`src/rtl/dccrx_pkg.sv`:
```
// Shared types and constants for the DCC packet bit receiver.
// Depends on nothing; imported by every module of the block.
`default_nettype none
package dccrx_pkg;

    // Receiver phases
    localparam logic [1:0] PH_PREAMBLE = 2'd0;
    localparam logic [1:0] PH_ADDRESS  = 2'd1;
    localparam logic [1:0] PH_BYTE     = 2'd2;
    localparam logic [1:0] PH_END      = 2'd3;

    localparam int unsigned BIT_COUNT_W = 5;
    localparam logic [BIT_COUNT_W-1:0] BIT_COUNT_MAX = 5'd31;
    localparam logic [BIT_COUNT_W-1:0] BYTE_BITS     = 5'd8;

    localparam int unsigned PREAMBLE_W = 5;
    localparam logic [PREAMBLE_W-1:0] MIN_PREAMBLE_RESET = 5'd10;

    // Register index taken from paddr[2]
    localparam logic REG_MIN_PREAMBLE = 1'b0;

    localparam int unsigned INDEX_W = 3;

    typedef struct packed {
        logic [7:0]         value;
        logic [INDEX_W-1:0] index;
        logic               last;
    } byte_item_t;

endpackage
`default_nettype wire

```
`src/rtl/dcc_packet_bit_receiver.sv`:
```
// DCC packet bit receiver, top level.
// Input channel (bit_valid, bit_stall, line_level): one sampled track bit per
// transfer, where a line level of 1 stands for a 0 bit.
// Output channel (byte_valid, byte_stall, byte_value, byte_index, last_byte):
// the payload bytes of each packet whose XOR check byte matches, address
// byte first, last_byte set on the final one. Failed or over-long packets
// give nothing.
// A bit is taken whenever bit_stall is low. The bit after the end bit of a
// good packet starts the byte sequencer, which reads the packet store one
// entry a cycle while the queue has room; bit_stall stays high until the
// last payload byte has gone into the queue. The first byte passes from the
// store through the queue into the output register, which drives the output.
// When byte_stall is held, the output register and the queue fill, the
// sequencer waits and bit_stall stays high until room frees up.
// Reset clears the phase and counters, empties the queue and sets
// min_preamble_bits to 10. The APB register at address 0 holds
// min_preamble_bits; pready is always high.
// Depends on dccrx_pkg, dccrx_front, dccrx_queue and dccrx_back.
`default_nettype none
module dcc_packet_bit_receiver
    import dccrx_pkg::*;
#(
    parameter int PACKET_BYTES = 6,
    parameter int QUEUE_DEPTH  = 2
) (
    input  wire logic              clk,
    input  wire logic              rst_n,
    input  wire logic              psel,
    input  wire logic              penable,
    input  wire logic              pwrite,
    input  wire logic [2:0]        paddr,
    input  wire logic [31:0]       pwdata,
    output logic      [31:0]       prdata,
    output logic                   pready,
    input  wire logic              bit_valid,
    output logic                   bit_stall,
    input  wire logic              line_level,
    output logic                   byte_valid,
    input  wire logic              byte_stall,
    output logic      [7:0]        byte_value,
    output logic      [INDEX_W-1:0] byte_index,
    output logic                   last_byte
);

    logic [PREAMBLE_W-1:0] min_preamble_reg;
    logic                  reg_sel;
    byte_item_t            push_item;
    byte_item_t            pop_item;
    logic                  push_valid;
    logic                  queue_full;
    logic                  queue_empty;
    logic                  queue_pop;

    assign pready  = 1'b1;
    assign reg_sel = (paddr[2] == REG_MIN_PREAMBLE);
    assign prdata  = reg_sel ? {{(32-PREAMBLE_W){1'b0}}, min_preamble_reg} : 32'd0;

    always_ff @(posedge clk or negedge rst_n)
    begin
        if (!rst_n)
        begin
            min_preamble_reg <= MIN_PREAMBLE_RESET;
        end
        else if (psel && penable && pwrite && pready && reg_sel)
        begin
            min_preamble_reg <= pwdata[PREAMBLE_W-1:0];
        end
    end

    dccrx_front #(
        .PACKET_BYTES(PACKET_BYTES)
    ) u_front (
        .clk              (clk),
        .rst_n            (rst_n),
        .min_preamble_bits(min_preamble_reg),
        .bit_valid        (bit_valid),
        .bit_stall        (bit_stall),
        .line_level       (line_level),
        .push_valid       (push_valid),
        .push_item        (push_item),
        .queue_full       (queue_full)
    );

    dccrx_queue #(
        .DEPTH(QUEUE_DEPTH)
    ) u_queue (
        .clk      (clk),
        .rst_n    (rst_n),
        .push     (push_valid),
        .push_item(push_item),
        .full     (queue_full),
        .pop      (queue_pop),
        .pop_item (pop_item),
        .empty    (queue_empty)
    );

    dccrx_back u_back (
        .clk        (clk),
        .rst_n      (rst_n),
        .queue_empty(queue_empty),
        .queue_item (pop_item),
        .queue_pop  (queue_pop),
        .byte_valid (byte_valid),
        .byte_stall (byte_stall),
        .byte_value (byte_value),
        .byte_index (byte_index),
        .last_byte  (last_byte)
    );

endmodule
`default_nettype wire

```
`src/rtl/dccrx_front.sv`:
```
// Front part: decodes track bits, assembles packet bytes and checks the XOR byte.
// On a good packet it walks the byte store and pushes items into the queue.
// Depends on dccrx_pkg.
`default_nettype none
module dccrx_front
    import dccrx_pkg::*;
#(
    parameter int PACKET_BYTES = 6
) (
    input  wire logic                  clk,
    input  wire logic                  rst_n,
    input  wire logic [PREAMBLE_W-1:0] min_preamble_bits,
    input  wire logic                  bit_valid,
    output logic                       bit_stall,
    input  wire logic                  line_level,
    output logic                       push_valid,
    output byte_item_t                 push_item,
    input  wire logic                  queue_full
);

    localparam int BCW = (PACKET_BYTES > 1) ? $clog2(PACKET_BYTES) : 1;
    localparam logic [BCW:0] PB_W = (BCW+1)'(PACKET_BYTES);

    logic [1:0]             phase_reg, phase_next;
    logic [BIT_COUNT_W-1:0] bit_count_reg, bit_count_next;
    logic [BCW-1:0]         byte_count_reg, byte_count_next;
    logic [7:0]             cur_reg, cur_next;
    logic [7:0]             chk_reg, chk_next;
    logic                   pass_reg, pass_next;
    logic                   seq_active_reg, seq_active_next;
    logic [BCW-1:0]         seq_idx_reg, seq_idx_next;
    logic [BCW-1:0]         seq_cnt_reg, seq_cnt_next;

    logic [7:0]             store_reg [PACKET_BYTES];
    logic                   store_we;

    logic accept;
    logic bitval;
    logic seq_last;
    logic push_fire;

    assign bit_stall = seq_active_reg;
    assign accept    = bit_valid && !seq_active_reg;
    assign bitval    = ~line_level;

    assign seq_last   = ({1'b0, seq_idx_reg} + 1'b1) == {1'b0, seq_cnt_reg};
    assign push_valid = seq_active_reg;
    assign push_fire  = seq_active_reg && !queue_full;

    always_comb
    begin
        push_item.value = store_reg[seq_idx_reg];
        push_item.index = INDEX_W'(seq_idx_reg);
        push_item.last  = seq_last;
    end

    always_comb
    begin
        phase_next      = phase_reg;
        bit_count_next  = bit_count_reg;
        byte_count_next = byte_count_reg;
        cur_next        = cur_reg;
        chk_next        = chk_reg;
        pass_next       = pass_reg;
        seq_active_next = seq_active_reg;
        seq_idx_next    = seq_idx_reg;
        seq_cnt_next    = seq_cnt_reg;
        store_we        = 1'b0;

        if (push_fire)
        begin
            seq_idx_next = seq_idx_reg + 1'b1;
            if (seq_last)
            begin
                seq_active_next = 1'b0;
            end
        end

        if (accept)
        begin
            case (phase_reg)
                PH_PREAMBLE:
                begin
                    if (bitval)
                    begin
                        if (bit_count_reg < BIT_COUNT_MAX)
                        begin
                            bit_count_next = bit_count_reg + 1'b1;
                        end
                    end
                    else
                    begin
                        if (bit_count_reg >= min_preamble_bits)
                        begin
                            phase_next = PH_ADDRESS;
                        end
                        bit_count_next = '0;
                    end
                end
                PH_ADDRESS:
                begin
                    if (bit_count_reg < BYTE_BITS)
                    begin
                        cur_next       = {cur_reg[6:0], bitval};
                        bit_count_next = bit_count_reg + 1'b1;
                    end
                    else
                    begin
                        store_we = 1'b1;
                        // Entry 0 is the address byte; a repeated address byte
                        // lands in entry 1 and leaves the running XOR alone.
                        if (byte_count_reg == '0)
                        begin
                            chk_next = cur_reg;
                        end
                        bit_count_next  = '0;
                        byte_count_next = BCW'(1);
                        if (!bitval)
                        begin
                            phase_next = PH_BYTE;
                        end
                    end
                end
                PH_BYTE:
                begin
                    if (bit_count_reg < BYTE_BITS)
                    begin
                        cur_next       = {cur_reg[6:0], bitval};
                        bit_count_next = bit_count_reg + 1'b1;
                    end
                    else
                    begin
                        store_we       = 1'b1;
                        bit_count_next = '0;
                        if (bitval)
                        begin
                            phase_next = PH_END;
                            pass_next  = (chk_reg == cur_reg);
                        end
                        else if (({1'b0, byte_count_reg} + 1'b1) < PB_W)
                        begin
                            byte_count_next = byte_count_reg + 1'b1;
                            chk_next        = chk_reg ^ cur_reg;
                        end
                        else
                        begin
                            // Packet too long: drop it.
                            byte_count_next = '0;
                            phase_next      = PH_PREAMBLE;
                        end
                    end
                end
                default:
                begin
                    if (pass_reg)
                    begin
                        seq_active_next = 1'b1;
                        seq_idx_next    = '0;
                        seq_cnt_next    = byte_count_reg;
                    end
                    phase_next      = PH_PREAMBLE;
                    bit_count_next  = '0;
                    byte_count_next = '0;
                end
            endcase
        end
    end

    always_ff @(posedge clk or negedge rst_n)
    begin
        if (!rst_n)
        begin
            phase_reg      <= PH_PREAMBLE;
            bit_count_reg  <= '0;
            byte_count_reg <= '0;
            pass_reg       <= 1'b0;
            seq_active_reg <= 1'b0;
            seq_idx_reg    <= '0;
            seq_cnt_reg    <= '0;
        end
        else
        begin
            phase_reg      <= phase_next;
            bit_count_reg  <= bit_count_next;
            byte_count_reg <= byte_count_next;
            pass_reg       <= pass_next;
            seq_active_reg <= seq_active_next;
            seq_idx_reg    <= seq_idx_next;
            seq_cnt_reg    <= seq_cnt_next;
        end
    end

    always_ff @(posedge clk)
    begin
        cur_reg <= cur_next;
        chk_reg <= chk_next;
        if (store_we)
        begin
            store_reg[byte_count_reg] <= cur_reg;
        end
    end

endmodule
`default_nettype wire

```
`src/rtl/dccrx_queue.sv`:
```
// Short queue of byte items between the front and back parts.
// Depends on dccrx_pkg.
`default_nettype none
module dccrx_queue
    import dccrx_pkg::*;
#(
    parameter int DEPTH = 2
) (
    input  wire logic       clk,
    input  wire logic       rst_n,
    input  wire logic       push,
    input  wire byte_item_t push_item,
    output logic            full,
    input  wire logic       pop,
    output byte_item_t      pop_item,
    output logic            empty
);

    localparam int AW = (DEPTH > 1) ? $clog2(DEPTH) : 1;
    localparam int CW = $clog2(DEPTH + 1);
    localparam logic [AW-1:0] LAST_PTR = AW'(DEPTH - 1);
    localparam logic [CW-1:0] DEPTH_C  = CW'(DEPTH);

    byte_item_t     slot_reg [DEPTH];
    logic [AW-1:0]  wr_ptr_reg, wr_ptr_next;
    logic [AW-1:0]  rd_ptr_reg, rd_ptr_next;
    logic [CW-1:0]  count_reg, count_next;
    logic           do_push, do_pop;

    assign full     = (count_reg == DEPTH_C);
    assign empty    = (count_reg == '0);
    assign do_push  = push && !full;
    assign do_pop   = pop && !empty;
    assign pop_item = slot_reg[rd_ptr_reg];

    always_comb
    begin
        wr_ptr_next = wr_ptr_reg;
        rd_ptr_next = rd_ptr_reg;
        count_next  = count_reg;
        if (do_push)
        begin
            wr_ptr_next = (wr_ptr_reg == LAST_PTR) ? '0 : wr_ptr_reg + 1'b1;
        end
        if (do_pop)
        begin
            rd_ptr_next = (rd_ptr_reg == LAST_PTR) ? '0 : rd_ptr_reg + 1'b1;
        end
        if (do_push && !do_pop)
        begin
            count_next = count_reg + 1'b1;
        end
        else if (do_pop && !do_push)
        begin
            count_next = count_reg - 1'b1;
        end
    end

    always_ff @(posedge clk or negedge rst_n)
    begin
        if (!rst_n)
        begin
            wr_ptr_reg <= '0;
            rd_ptr_reg <= '0;
            count_reg  <= '0;
        end
        else
        begin
            wr_ptr_reg <= wr_ptr_next;
            rd_ptr_reg <= rd_ptr_next;
            count_reg  <= count_next;
        end
    end

    always_ff @(posedge clk)
    begin
        if (do_push)
        begin
            slot_reg[wr_ptr_reg] <= push_item;
        end
    end

endmodule
`default_nettype wire

```
`src/rtl/dccrx_back.sv`:
```
// Back part: output register that presents byte items to the receiver.
// Depends on dccrx_pkg.
`default_nettype none
module dccrx_back
    import dccrx_pkg::*;
(
    input  wire logic          clk,
    input  wire logic          rst_n,
    input  wire logic          queue_empty,
    input  wire byte_item_t    queue_item,
    output logic               queue_pop,
    output logic               byte_valid,
    input  wire logic          byte_stall,
    output logic [7:0]         byte_value,
    output logic [INDEX_W-1:0] byte_index,
    output logic               last_byte
);

    logic       out_valid_reg, out_valid_next;
    byte_item_t out_item_reg;
    logic       load;

    // The register refills whenever the queue holds an item and the register is empty or its transfer completes.
    assign load      = !queue_empty && (!out_valid_reg || !byte_stall);
    assign queue_pop = load;

    always_comb
    begin
        out_valid_next = out_valid_reg;
        if (load)
        begin
            out_valid_next = 1'b1;
        end
        else if (!byte_stall)
        begin
            out_valid_next = 1'b0;
        end
    end

    always_ff @(posedge clk or negedge rst_n)
    begin
        if (!rst_n)
        begin
            out_valid_reg <= 1'b0;
        end
        else
        begin
            out_valid_reg <= out_valid_next;
        end
    end

    always_ff @(posedge clk)
    begin
        if (load)
        begin
            out_item_reg <= queue_item;
        end
    end

    assign byte_valid = out_valid_reg;
    assign byte_value = out_item_reg.value;
    assign byte_index = out_item_reg.index;
    assign last_byte  = out_item_reg.last;

endmodule
`default_nettype wire
```
`config.mk`:
```
export PLATFORM = sky130hd
export DESIGN_NAME = dcc_packet_bit_receiver
export DESIGN_NICKNAME = d
export VERILOG_FILES = /design/src/rtl/dccrx_pkg.sv /design/src/rtl/dcc_packet_bit_receiver.sv /design/src/rtl/dccrx_front.sv /design/src/rtl/dccrx_queue.sv /design/src/rtl/dccrx_back.sv
export SDC_FILE = /design/constraint.sdc
export NUM_CORES = 1
export LEC_CHECK = 0
export BUFFER_PORTS_ARGS = -buffer_cell sky130_fd_sc_hd__clkbuf_2
export CAP_MARGIN = 30
export CORE_UTILIZATION = 59
export CTS_BUF_LIST = sky130_fd_sc_hd__clkbuf_4
export DETAILED_ROUTE_END_ITERATION = 16
export HOLD_SLACK_MARGIN = 0.08
export PLACE_DENSITY = 0.83
export SETUP_SLACK_MARGIN = 0.3
export SYNTH_ARGS = -nofsm -noshare
export SYNTH_HDL_FRONTEND = slang
export SYNTH_SLANG_ARGS = --single-unit
export TNS_END_PERCENT = 100
```
`constraint.sdc`:
```
create_clock -name clk -period 2.4 [get_ports clk]
set_input_delay 0.48 -clock clk [delete_from_list [all_inputs] [get_ports clk]]
set_output_delay 0.48 -clock clk [all_outputs]
set_load 0.01 [all_outputs]
```
Yosys cells after proc, flatten, opt, wreduce, memory -nomap -nowiden
Memories as Yosys holds them, arrays and structs flattened. A register that Yosys moved wholly into a read port is not among the register bits.
Cells that the tools add are included.
- register bits: 44
- RAM bits: 72
- input port bits: 43
- output and inout bits: 47
- word-level logic and storage cells: 128
- memories kept: 2
- memories (name ; words ; bits a word ; rd ports ; clocked after Yosys merged registers in ; wr ports ; RTL line ; source):
    u_front.store_reg ; 6 ; 8 ; 1 ; 0 ; 1 ; dccrx_front.sv:34 ; logic [7:0] store_reg [PACKET_BYTES];
    u_queue.slot_reg ; 2 ; 12 ; 1 ; 1 ; 1 ; dccrx_queue.sv:24 ; byte_item_t slot_reg [DEPTH];
- $add $sub $neg: 9
- order comparisons: 4
- eq/ne operators: 16
- muxes and demuxes: 46
- bitwise operators: 6
- reductions and logical operators: 31
- operator list (cell ; count):
    $mux W8 ; 5
    $mux W3 ; 8
    $mux W5 ; 4
    $mux W2 ; 9
    $mux W1 ; 16
    $pmux W8 S2 ; 1
    $reduce_and A7 Y1 ; 2
    $ne A2 B2 Y1 const B ; 5
    $pmux W5 S2 ; 1
    $logic_and A1 B1 Y1 ; 9
    $pmux W3 S3 ; 1
    $add A3 B1 Y4 const B ; 2
    $eq A8 B8 Y1 ; 1
    $ne A2 B1 Y1 const B ; 4
    $xor A8 B8 Y8 ; 1
    $logic_not A1 Y1 ; 7
    $add A3 B1 Y3 const B ; 2
    $pmux W2 S3 ; 1
    $reduce_and A3 Y1 ; 2
    $add A5 B1 Y5 const B ; 1
    $ge A5 B5 Y1 ; 1
    $lt A5 B4 Y1 const B ; 1
    $lt A5 B5 Y1 const B ; 1
    $not A1 Y1 ; 5
    18 further kinds ; 22

Longest topological paths before layout
Gate-level depths: netlist of run 1.
- depth in word-level cells: 7
- gate-level depth with buffers: 7
- mapped depth without buffers: 7

Cells and area by module
Synthesis of run 1 repeated with hierarchy kept, for this count alone.
- cell total of the unflattened synthesis: 402
- area, all modules: 5793.1 µm²
- by module, submodules not included (module ; times used ; cells an instance ; area each (µm²) ; sequential area each (µm²)):
    dccrx_front ; 1 ; 285 ; 3823.7 ; 2372.3
    dccrx_queue ; 1 ; 56 ; 1099.8 ; 820.8
    dcc_packet_bit_receiver ; 1 ; 46 ; 469.2 ; 127.6
    dccrx_back ; 1 ; 15 ; 400.4 ; 385.4

Least setup slack after synthesis of run 1
No wires, ideal clock.
- path type: reg-to-reg
- start: register u_front.phase_reg[0]
- end: register u_front.chk_reg[0] (enable)
- arrival: 1.665 ns
- path slack: 0.348 ns
- cell stages (with the launch flop): 6
- buffers on the path: 0
- period minus slack after synthesis: 2.052 ns
- path through: dfrtp_1 inv_1 ha_1 nor2_1 o31ai_4 a211oi_1
- word-level cells in the longest chain between the ends: 3
- elaborated cells between the ends (all ways): 9
- those cells by class: 7 x eq/ne; 2 x reduce/logical
- ends and longest elaborated chain (what ; RTL line ; source):
    from (decl) ; dccrx_front.sv:24 ; logic [1:0] phase_reg, phase_next;
    from (signal assigned) ; dccrx_front.sv:183 ; phase_reg <= phase_next;
    $eq A2 B2 Y1 / $eq A2 B1 Y1 (equally long branches) ; dccrx_front.sv:81 ; case (phase_reg)
    $ne A2 B2 Y1 (no source line), or another cell as far along ; n/a ;
    $reduce_and A7 Y1 (no source line) (*) ; n/a ;
    to (signal assigned) ; dccrx_front.sv:196 ; chk_reg <= chk_next;
    to (decl) ; dccrx_front.sv:28 ; logic [7:0] chk_reg, chk_next;
Every way passes the cells marked *; elsewhere a longest branch is shown, timed or not.
A chain may end at the register's enable or synchronous reset.

Worst setup path after layout of run 1
- start: register u_front.phase_reg[0]
- end: register u_front.phase_reg[0]
- word-level cells in the longest chain between the ends: 3
- elaborated cells between the ends (all ways): 11
- those cells by class: 8 x eq/ne; 1 x mux; 2 x reduce/logical
- ends and longest elaborated chain (what ; RTL line):
    $eq A2 B2 Y1, or another cell as far along ; dccrx_front.sv:81
    $ne A3 B3 Y1 (no source line), or another cell as far along ; n/a
    $reduce_and A7 Y1 (no source line) ; n/a
Several ways; a longest one is shown, not always the timed one.

==> results of run 1 <==
[routing by layer]
metal  vias to the layer above  track usage [%]  wire, um
li1                       1503                -         -
met1                      1558             23.0      3720
met2                        82             33.2      4580
met3                        20             5.78       386
met4                         0             9.48       192
met5                         -                0         0
[tightest hold or removal path, delay by kind of cell]
kind                   cells  cell delay (ns)
and+or+nand+nor            2             0.11
buffers and inverters      1             0.07
[through the flow]
stage          cell area, um^2  hold WS, ns  instances  setup WS, ns
6_report                  6260        0.165        593         0.442
5_1_grt                   6260        0.142        593         0.332
4_1_cts                   6250        0.132        593         0.361
3_5_place_dp              5930        0.494        560         0.248
3_3_place_gp              5930        0.464        560         0.330
2_1_floorplan             5790        0.184        423         0.348
[area by class of cell]
class / instances / share of cell area [%]
Multi-Input combinational cell: 241 / 28.1
Clock buffer: 17 / 2.04
Tap cell: 129 / 2.58
Timing Repair Buffer: 45 / 4.16
Sequential cell: 128 / 59.2
Inverter: 18 / 1.08
Clock inverter: 15 / 2.90
[cell families after synthesis]
group                    after synthesis
AO/OA/AOI/OAI                         46
XOR/XNOR                              27
adder cells (fa/ha/maj)               15
buffers and inverters                 54
flip-flops                           128
multiplexers                          35
other                                  2
AND/OR/NAND/NOR                       90
[cell usage in the layout (no fill, tap or decap), types with 8 or more instances in the layout]
cell type    n
inv_1       16
xor2_1      12
mux2i_1     10
clkbuf_4    17
nor2_1      29
dfrtp_1     26
edfxtp_1   100
conb_1      28
ha_1        14
a21oi_1     14
o21ai_0     11
mux4_2       8
nand2_1     31
clkbuf_2    32
buf_4       12
xnor2_1     15
mux2_2      17
[power by group through the flow]
| stage | sequential (uW) | clock (uW) | combinational (uW) |
|---|---|---|---|
| 2_1_floorplan | 3380 | 0 | 1610 |
| 3_3_place_gp | 3490 | 0 | 1880 |
| 3_5_place_dp | 3530 | 0 | 1960 |
| 4_1_cts | 3480 | 1590 | 1980 |
| 5_1_grt | 3550 | 1690 | 2180 |
| 6_report | 3490 | 1560 | 1960 |
[worst min-delay path by stage]
| stage | start | endpoint | slack (ns) | depth (start not counted) |
|---|---|---|---|---|
| final | byte_stall | u_back.byte_valid | 0.16 | 3 |
| after global routing | pwdata[3] | min_preamble_reg[3] | 0.14 | 2 |
| after CTS | byte_stall | u_back.byte_valid | 0.13 | 3 |
| after detailed placement | min_preamble_reg[4] | min_preamble_reg[4] | 0.49 | 1 |
| after global placement | u_back.byte_valid | u_back.byte_valid | 0.46 | 2 |
| after floorplan | rst_n | min_preamble_reg[0] | 0.18 | 0 |
[what timing repair did]
item                       4_1_cts  5_1_grt
hold buffers                     1        0
hold endpoints to repair        26        0
resized for setup                1        1
pin swaps                        0        0
setup endpoints to repair        2        2
==> run_results.csv, run 1 <==
group,metric,value,unit
setup_path,setup.worst_path.start,"u_front.phase_reg[0]",
timing,finClkSkew,0.0238,ns
setup_path,setup.worst_path.start_class,"register",
timing,share_of_the_clock_period_used_by_the_worst_path,81.6,%
placed_design,place.gp.congestion,0.825,
power_and_ir_drop,vdd_ir_drop_max,0.000572,V
global_routing,grt_start_max_net_pins,29,
timing,finalHoldViolations,0,
setup_path,critical-path-max-stage-delay,0.45,ns
logic_synthesis,netlist_top_cells_area,"edfxtp_1 53%, dfrtp_1 11%, buf_4 3.7%, mux2_2 3.4%, ha_1 3.3%",
power_and_ir_drop,power_frac_seq,49.7,%
setup_path,timing.critical_path.max_delay_family,"compound AO/OA/AOI/OAI gates",
power_and_ir_drop,power.density,1120,nW/um^2
setup_path,rr_endpoint,"u_front.phase_reg[0]",
global_routing,grt_pass1_vias,3165,
setup_path,timing.critical_path.fanout_max,12,
setup_path,worstPathCellList,"inv_1, ha_4, nor2_1, o31ai_4, nor3_2, a2bb2oi_1, mux2i_1",
min_path,hp-class,"input pin to register",
timing,timing_worst_slew_pin_value,0.724,ns
cts,cts_max_path_buffers,2,
logic_synthesis,synth.yosys.seq_area_share,65.1,%
power_and_ir_drop,clock_power_share,22.3,%
setup_path,cp.depth,7,
setup_path,cp_num_buf_inv,1,
routing,drtIter0Drc,119,
cts,worstSkewPairLatency,0.53,ns
logic_synthesis,ys_ff_latch,128,
global_routing,grt_pass1_wl,14800,um
routing,drt.antenna.violating_nets,0,
cts,cts_post_setup_buffers_inserted,0,
cts,tritoncts_num_sinks,128,
floorplan,width_of_the_die,100,um
logic_synthesis,ys.warnings.count,0,
power_and_ir_drop,leakage,0.00242,uW
global_routing,globalRouteTotalUtil,19.6,%
power_and_ir_drop,intPower,4670,uW
setup_path,timing.rr.start,"u_front.phase_reg[0]",
floorplan,initial_core_util,61.3,%
routing,post_drt_wl_per_cell,15.0,um
setup_path,cp-end-kind,"register",
cts,cts_made_buffers,17,
power_and_ir_drop,p_switching,2340,uW
setup_path,worst_setup_ep,"u_front.phase_reg[0]",
logic_synthesis,synth-adder-area-share,3.30,%
routing,vias,3163,
setup_path,path_class,"register to register",
cts,cts_tree,"yes",
cts,cts_max_level,4,
routing,routed_wire_length,8880,um
routing,detail_route.first_pass.iterations,4,
logic_synthesis,synth-edff-count,100,
layout,antenna_diodes,0,
timing,report.final.slew_viol_count,0,
logic_synthesis,synth_common_cells,"100 x edfxtp_1, 31 x nand2_1, 29 x nor2_1",
layout,area_growth_syn_to_layout,10.0,%
logic_synthesis,synth_largest_area_cell,"edfxtp_1",
logic_synthesis,largest_family_of_logic_cells_by_synthesized_area,"multiplexers",
layout,fillerInstances,651,
logic_synthesis,yosys-mux-area-fraction,8.29,%
floorplan,num_rows,35,
timing,timing.max_slew.rel_slack,51.8,%
logic_synthesis,synth_simple_gate_area_share,7.41,%
setup_path,worst-endpoint-arrival,2.40,ns
logic_synthesis,main_synth_ff_type,"edfxtp_1",
global_routing,globalRouteOverflowTotal,0,
floorplan,top_level_ports,90,
logic_synthesis,synth-compound-area-share,5.67,%
logic_synthesis,synth_most_common_cell,"edfxtp_1",
cts,clk_root_buffer_cell,"clkbuf_4",
logic_synthesis,async_flop_share,21.9,%
power_and_ir_drop,finalPower,7010,uW
routing,post-route-drc-count,0,
floorplan,core_area,9280,um^2
setup_path,critPathRequiredTime,2.85,ns
setup_path,worstRegToRegCells,7,
setup_path,critical-path-slowest-cell,"dfrtp_1",
floorplan,die_height,100,um
setup_path,setup.reg_to_reg.worst_slack,0.44,ns
logic_synthesis,synth_cells,397,
logic_synthesis,synth_cell_types,54,
layout,drive_gt1_share,23.9,%
power_and_ir_drop,pwr-share-comb,28.0,%
timing,grt_setup_unrepaired,"no",
layout,multiInputGateArea,1760,um^2
timing,finalCriticalPeriod,1.96,ns
placed_design,port_buffers,32,
job,maxCapViolations,0,
logic_synthesis,yosys.area_share.xor_xnor,4.16,%
timing,setup_violations,0,
floorplan,die_outline_area,10000,um^2
layout,flip_flop_count_of_the_largest_register_all_copies_and_words_added,48,
timing,fmax,511,MHz
timing,final.setup.tns,0,ns
power_and_ir_drop,power.switching_fraction,33.3,%
status,run_status,"finished, final reports clean",
logic_synthesis,syn-cell-area,5690,um^2
routing,post_drt_via_cell_ratio,5.33,
global_routing,grt_antenna_before_repair,0,
logic_synthesis,yosysTopAreaCellShare,52.8,%
cts,worst_setup_hold_path_clk_slew,0.12,ns
layout,final_core_util,67.5,%
placed_design,post-dp-hpwl,6290,um
layout,layout.area.seq,3710,um^2
logic_synthesis,mean_instance_size_in_the_synthesized_netlist,14.3,um^2
layout,fin_nets,509,
(Power assumes the default switching activity.)
==> run 2, diff against run 1 <==
--- a/config.mk
+++ b/config.mk
@@ -7,11 +7,11 @@
 export LEC_CHECK = 0
 export BUFFER_PORTS_ARGS = -buffer_cell sky130_fd_sc_hd__clkbuf_2
 export CAP_MARGIN = 30
-export CORE_UTILIZATION = 59
+export CORE_UTILIZATION = 53
 export CTS_BUF_LIST = sky130_fd_sc_hd__clkbuf_4
 export DETAILED_ROUTE_END_ITERATION = 16
 export HOLD_SLACK_MARGIN = 0.08
-export PLACE_DENSITY = 0.83
+export PLACE_DENSITY = 0.78
 export SETUP_SLACK_MARGIN = 0.3
 export SYNTH_ARGS = -nofsm -noshare
 export SYNTH_HDL_FRONTEND = slang
==> constraint.sdc (replaced) <==
create_clock -name clk -period 1.78 [get_ports clk]
set_input_delay 0.356 -clock clk [delete_from_list [all_inputs] [get_ports clk]]
set_output_delay 0.356 -clock clk [all_outputs]
set_load 0.01 [all_outputs]
==> run 2 against run 1 <==
Cell count grew 8.9%. Count of clock-buffer cells in the layout grew 2. Largest power group is now combinational cells. Die area grew 11%. Final area grew 15%. Worst setup slack lost 0.43 ns. Clock power grew 36%.
==> run_results.csv, run 2 (synthesis results as in run 1) <==
group,metric,value,unit
cts,worstSkewPairLatency,0.51,ns
routing,uppermost_routed_layer,"met4",
routing,post_drt_via_cell_ratio,5.22,
cts,cts_max_level,4,
floorplan,die_outline_area,11200,um^2
placed_design,port_buffers,32,
floorplan,die_height,106,um
power_and_ir_drop,vdd_ir_drop_max,0.000774,V
layout,flip_flop_count_of_the_largest_register_all_copies_and_words_added,48,
timing,timing_worst_slew_pin_value,0.719,ns
routing,drt.antenna.violating_nets,0,
timing,fmax,567,MHz
setup_path,timing.rr.start,"u_front.phase_reg[1]",
setup_path,setup.reg_to_reg.worst_slack,0.02,ns
floorplan,top_level_ports,90,
floorplan,width_of_the_die,106,um
power_and_ir_drop,leakage,0.00270,uW
layout,antenna_diodes,0,
min_path,hp-class,"input pin to register",
setup_path,path_class,"register to register",
routing,vias,3370,
setup_path,cp-end-kind,"register",
floorplan,core_area,10400,um^2
timing,final.setup.worst_slack,0.0158,ns
setup_path,worst_setup_ep,"u_front.phase_reg[1]",
layout,fin_nets,555,
routing,drtIter0Drc,140,
global_routing,grt_pass1_wl,16200,um
timing,final.setup.tns,0,ns
routing,routed_wire_length,10800,um
cts,tritoncts_num_sinks,128,
global_routing,globalRouteOverflowTotal,0,
setup_path,worstRegToRegCells,6,
setup_path,setup.worst_path.start,"u_front.phase_reg[1]",
timing,report.final.slew_viol_count,0,
timing,setup_violations,0,
global_routing,grt_pass1_vias,3389,
power_and_ir_drop,power.density,1600,nW/um^2
layout,area_growth_syn_to_layout,26.7,%
cts,cts_max_path_buffers,2,
routing,wl_met2,6110,um
layout,layout_common_cells,"100 x edfxtp_1, 37 x buf_4, 28 x nand2_1, 28 x conb_1, 27 x clkbuf_2",
routing,route.layer.met1.wl,4170,um
timing,timing.max_slew.rel_slack,52.1,%
routing,post-route-drc-count,0,
timing,grt_setup_unrepaired,"yes",
layout,drive_gt1_share,44.3,%
floorplan,initial_core_util,54.9,%
timing,finalCriticalPeriod,1.76,ns
setup_path,rr_endpoint,"u_front.phase_reg[1]",
floorplan,num_rows,37,
cts,cts_tree,"yes",
global_routing,globalRouteTotalUtil,19.4,%
timing,finalHoldViolations,0,
timing,share_of_the_clock_period_used_by_the_worst_path,99.1,%
setup_path,critPathRequiredTime,2.18,ns
placed_design,place.gp.congestion,0.797,
status,run_status,"finished, final reports clean",
placed_design,dp_worst_setup_slack,-0.0218,ns
cts,clk_root_buffer_cell,"clkbuf_4",
routing,detail_route.first_pass.iterations,4,
timing,finClkSkew,0.0174,ns
cts,cts_made_buffers,17,
routing,post_drt_wl_per_cell,16.8,um
setup_path,worst-endpoint-arrival,2.16,ns
layout,layout_commonest_cell,"edfxtp_1",
global_routing,grt_antenna_before_repair,0,
global_routing,grt_start_max_net_pins,29,
placed_design,post-dp-hpwl,6670,um
routing,wl_met3,354,um
timing,final_hold_slack,0.272,ns
setup_path,timing.critical_path.fanout_max,3,
cts,worst_setup_hold_path_clk_slew,0.11,ns
setup_path,setup.worst_path.start_class,"register",
job,maxCapViolations,0,
## run 2: changes by cell type in the layout (fill, tap and decap cells not counted), sizes merged
cell         before  now
buf              12   57
clkinvlp          1    2
dlygate4sd3       1    7
bufinv            3    4
inv              22   18
clkbuf           49   46
## run 2: where the power goes
part | switching (uW) | internal [uW] | total (uW)
Clock | 995 | 1130 | 2120
Combinational | 2390 | 2420 | 4810
Sequential | 521 | 4110 | 4630
Total | 3910 | 7650 | 11600
## run 2: stage by stage
stage	std cells	total power [uW]	utilization, %	area, um^2
global placement	578	7790	60.4	6270
finish	646	11600	69.5	7210
floorplan	423	7010	-	5980
detailed placement	578	7960	60.4	6270
global route	646	12200	69.5	7210
CTS	631	10900	67.1	6960
## run 2: layout make-up
class | count | area (um^2)
well taps | 136 | 170
fillers | 628 | 3160
flip-flops and latches | 128 | 3710
multi-input cells | 241 | 2210
clock buffers | 19 | 143
inverters | 18 | 73.8
repair buffers | 91 | 737
clock inverters | 13 | 168
## run 2: worst min-delay path by stage
| stage | startpoint | to | slack, ns | cells after the start |
|---|---|---|---|---|
| 2_1_floorplan | rst_n | min_preamble_reg[0] | 0.06 | 0 |
| 3_3_place_gp | rst_n | min_preamble_reg[0] | 0.43 | 1 |
| 3_5_place_dp | rst_n | min_preamble_reg[0] | 0.45 | 1 |
| 4_1_cts | line_level | u_front.cur_reg[0] | 0.23 | 2 |
| 5_1_grt | line_level | u_front.cur_reg[0] | 0.26 | 2 |
| 6_report | byte_stall | u_queue.rd_ptr_reg | 0.27 | 5 |
## run 2: per-layer routing
metal,vias up,global-route usage (%)
met5,-,0
met3,22,3.90
met2,90,36.5
met1,1669,21.3
li1,1589,-
met4,0,8.13
## run 2: critical path: stages, from the launching register on
cell      delay, ns
dfrtp_1        0.43
inv_2          0.10
ha_4           0.18
buf_4          0.13
or3_1          0.37
a211oi_1       0.32
o32ai_2        0.12
## run 2: what timing repair did
item | CTS | global route
setup endpoints to repair | 99 | 115
buffers inserted | 13 | 15
hold buffers | 7 | 0
endpoints found under the hold margin | 32 | 0
gates resized for setup | 42 | 40
pin swaps | 24 | 21
gates cloned | 1 | 0
==> run 3, diff against run 2 <==
--- a/config.mk
+++ b/config.mk
@@ -7,12 +7,13 @@
 export LEC_CHECK = 0
 export BUFFER_PORTS_ARGS = -buffer_cell sky130_fd_sc_hd__clkbuf_2
 export CAP_MARGIN = 30
-export CORE_UTILIZATION = 53
+export CORE_UTILIZATION = 60
 export CTS_BUF_LIST = sky130_fd_sc_hd__clkbuf_4
 export DETAILED_ROUTE_END_ITERATION = 16
 export HOLD_SLACK_MARGIN = 0.08
-export PLACE_DENSITY = 0.78
+export PLACE_DENSITY = 0.84
 export SETUP_SLACK_MARGIN = 0.3
+export SKIP_CTS_REPAIR_TIMING = 1
 export SYNTH_ARGS = -nofsm -noshare
 export SYNTH_HDL_FRONTEND = slang
 export SYNTH_SLANG_ARGS = --single-unit
==> constraint.sdc (replaced) <==
create_clock -name clk -period 2.1 [get_ports clk]
set_input_delay 0.42 -clock clk [delete_from_list [all_inputs] [get_ports clk]]
set_output_delay 0.42 -clock clk [all_outputs]
set_load 0.01 [all_outputs]
==> run 3 against run 2 <==
Final area fell by 11%. Clock skew fell by 0.0045 ns. Largest cell class unchanged. Power shrank 28%. Sequential share of layout area is 6.1 points higher. Register-to-register slack improved by 0.29 ns.
==> run_results.csv, run 3 (synthesis results as in run 1) <==
group,metric,value,unit
layout,fin_nets,520,
setup_path,worstRegToRegCells,7,
min_path,min_from,"byte_stall",
placed_design,dpl-instance-area,5950,um^2
setup_path,rr_endpoint,"u_front.phase_reg[0]",
setup_path,setup.worst_path.start_class,"register",
floorplan,initial_core_util,61.9,%
timing,finalCriticalPeriod,1.79,ns
layout,final_core_util,70.0,%
layout,layout_common_cells,"100 x edfxtp_1, 31 x nand2_1, 30 x clkbuf_2",
global_routing,globalRouteTotalUtil,20.0,%
status,run_status,"finished, final reports clean",
placed_design,port_buffers,32,
setup_path,critical-path-slowest-cell,"dfrtp_1",
routing,post_drt_wl_per_cell,15.7,um
layout,fillerInstances,579,
routing,post_drt_via_cell_ratio,5.45,
min_path,hold_depth,3,
timing,timing.max_slew.rel_slack,53.6,%
setup_path,worstPathCellList,"inv_2, ha_4, nor2_4, o31ai_4, nor3_2, a2bb2oi_2, mux2i_1",
power_and_ir_drop,vdd_ir_drop_max,0.000812,V
setup_path,critical-path-max-stage-delay,0.45,ns
floorplan,width_of_the_die,99.4,um
floorplan,core_area,9200,um^2
setup_path,setup.reg_to_reg.worst_slack,0.31,ns
timing,final_hold_slack,0.104,ns
timing,finalHoldViolations,0,
setup_path,worst-endpoint-arrival,2.25,ns
cts,cts_max_level,4,
routing,detail_route.first_pass.iterations,4,
floorplan,top_level_ports,90,
layout,drive_gt1_share,31.6,%
cts,clk_root_buffer_cell,"clkbuf_4",
cts,cts_tree,"yes",
min_path,min_delay_worst_endpoint,"u_back.byte_valid",
power_and_ir_drop,leakage,0.00249,uW
floorplan,die_outline_area,9880,um^2
routing,drtIter0Drc,136,
setup_path,path_class,"register to register",
global_routing,grt_start_max_net_pins,29,
floorplan,die_height,99.4,um
setup_path,timing.rr.start,"u_front.phase_reg[0]",
job,maxCapViolations,0,
cts,cts_made_buffers,17,
global_routing,globalRouteOverflowTotal,0,
setup_path,timing.critical_path.max_delay_family,"compound AO/OA/AOI/OAI gates",
cts,tritoncts_num_sinks,128,
cts,worstSkewPairLatency,0.53,ns
cts,worst_setup_hold_path_clk_slew,0.11,ns
setup_path,cp-end-kind,"register",
placed_design,post-dp-hpwl,6240,um
global_routing,grt_pass1_vias,3032,
layout,finalNonFillerCells,586,
timing,timing_worst_slew_pin_value,0.697,ns
routing,drt.antenna.violating_nets,0,
cts,cts_max_path_buffers,2,
timing,fmax,557,MHz
layout,final_cell_area,6440,um^2
timing,report.final.slew_viol_count,0,
min_path,hp-class,"input pin to register",
power_and_ir_drop,power.density,1300,nW/um^2
routing,post-route-drc-count,0,
setup_path,critPathRequiredTime,2.55,ns
timing,grt_setup_unrepaired,"yes",
global_routing,grt_antenna_before_repair,0,
timing,setup_violations,0,
placed_design,place.gp.congestion,0.801,
routing,routed_wire_length,9200,um
layout,flip_flop_count_of_the_largest_register_all_copies_and_words_added,48,
timing,final.setup.tns,0,ns
layout,antenna_diodes,0,
layout,layout_commonest_cell,"edfxtp_1",
timing,finClkSkew,0.0129,ns
routing,vias,3194,
global_routing,grt_pass1_wl,14600,um
timing,share_of_the_clock_period_used_by_the_worst_path,85.5,%
setup_path,timing.critical_path.fanout_max,5,
layout,area_growth_syn_to_layout,13.1,%
setup_path,cp_num_buf_inv,1,
placed_design,post-place-cells,546,
floorplan,num_rows,35,
==> run 3: cell count changes in the layout (fill, tap and decap cells not counted), moves of 6 or more <==
cell	delta
ha_4	-6
dlygate4sd3_1	-6
inv_1	+6
nor2_4	-9
a21oi_2	-9
nor2_1	+14
a21oi_1	+10
buf_4	-18
==> run 3: power by group <==
part | switching, uW | internal (uW) | leakage, uW
clock | 942 | 844 | 0.000165
sequential | 447 | 3470 | 0.00126
combinational | 1420 | 1230 | 0.00107
==> run 3: worst max path at each step <==
stage | startpoint | to | slack [ns] | cells past startpoint
after floorplan | u_front.byte_count_reg[1] | u_front.chk_reg[0] | 0.27 | 5
after global placement | min_preamble_reg[1] | u_front.phase_reg[0] | 0.30 | 7
after detailed placement | u_front.phase_reg[1] | u_front.phase_reg[0] | 0.24 | 7
after CTS | u_front.phase_reg[1] | u_front.phase_reg[0] | 0.22 | 7
after global routing | min_preamble_reg[3] | prdata[3] | 0.23 | 3
final | u_front.phase_reg[0] | u_front.phase_reg[0] | 0.31 | 7
==> run 3: final cells by class <==
| class | count | area [um^2] | share of cell area (%) |
|---|---|---|---|
| Tap cell | 111 | 139 | 2.16 |
| Clock inverter | 15 | 184 | 2.86 |
| Clock buffer | 17 | 128 | 1.98 |
| Inverter | 18 | 70.1 | 1.09 |
| Timing Repair Buffer | 56 | 358 | 5.56 |
| Sequential cell | 128 | 3710 | 57.6 |
| Multi-Input combinational cell | 241 | 1850 | 28.7 |
==> run 3: metrics by stage <==
stage	total power (uW)	setup slack, ns
3_3_place_gp	6190	0.297
5_1_grt	8820	0.232
3_5_place_dp	6320	0.244
6_report	8360	0.305
2_1_floorplan	5710	0.271
4_1_cts	8110	0.220
==> run 3: metal layers <==
layer	vias to the layer above	track usage, %	wire (um)
met2	90	34.5	4890
li1	1529	-	-
met5	-	0	0
met3	20	5.34	354
met4	0	10.4	229
met1	1555	22.9	3720
==> run 3: worst reg2reg max path: cells and delay by family, from the launching register on <==
kind                     cells  cell delay, ns
AND/OR/NAND/NOR              2            0.15
adder cells (fa/ha/maj)      1            0.17
multiplexers                 1            0.21
AO/OA/AOI/OAI                2            0.60
buffers and inverters        1            0.14
flip-flops                   1            0.45
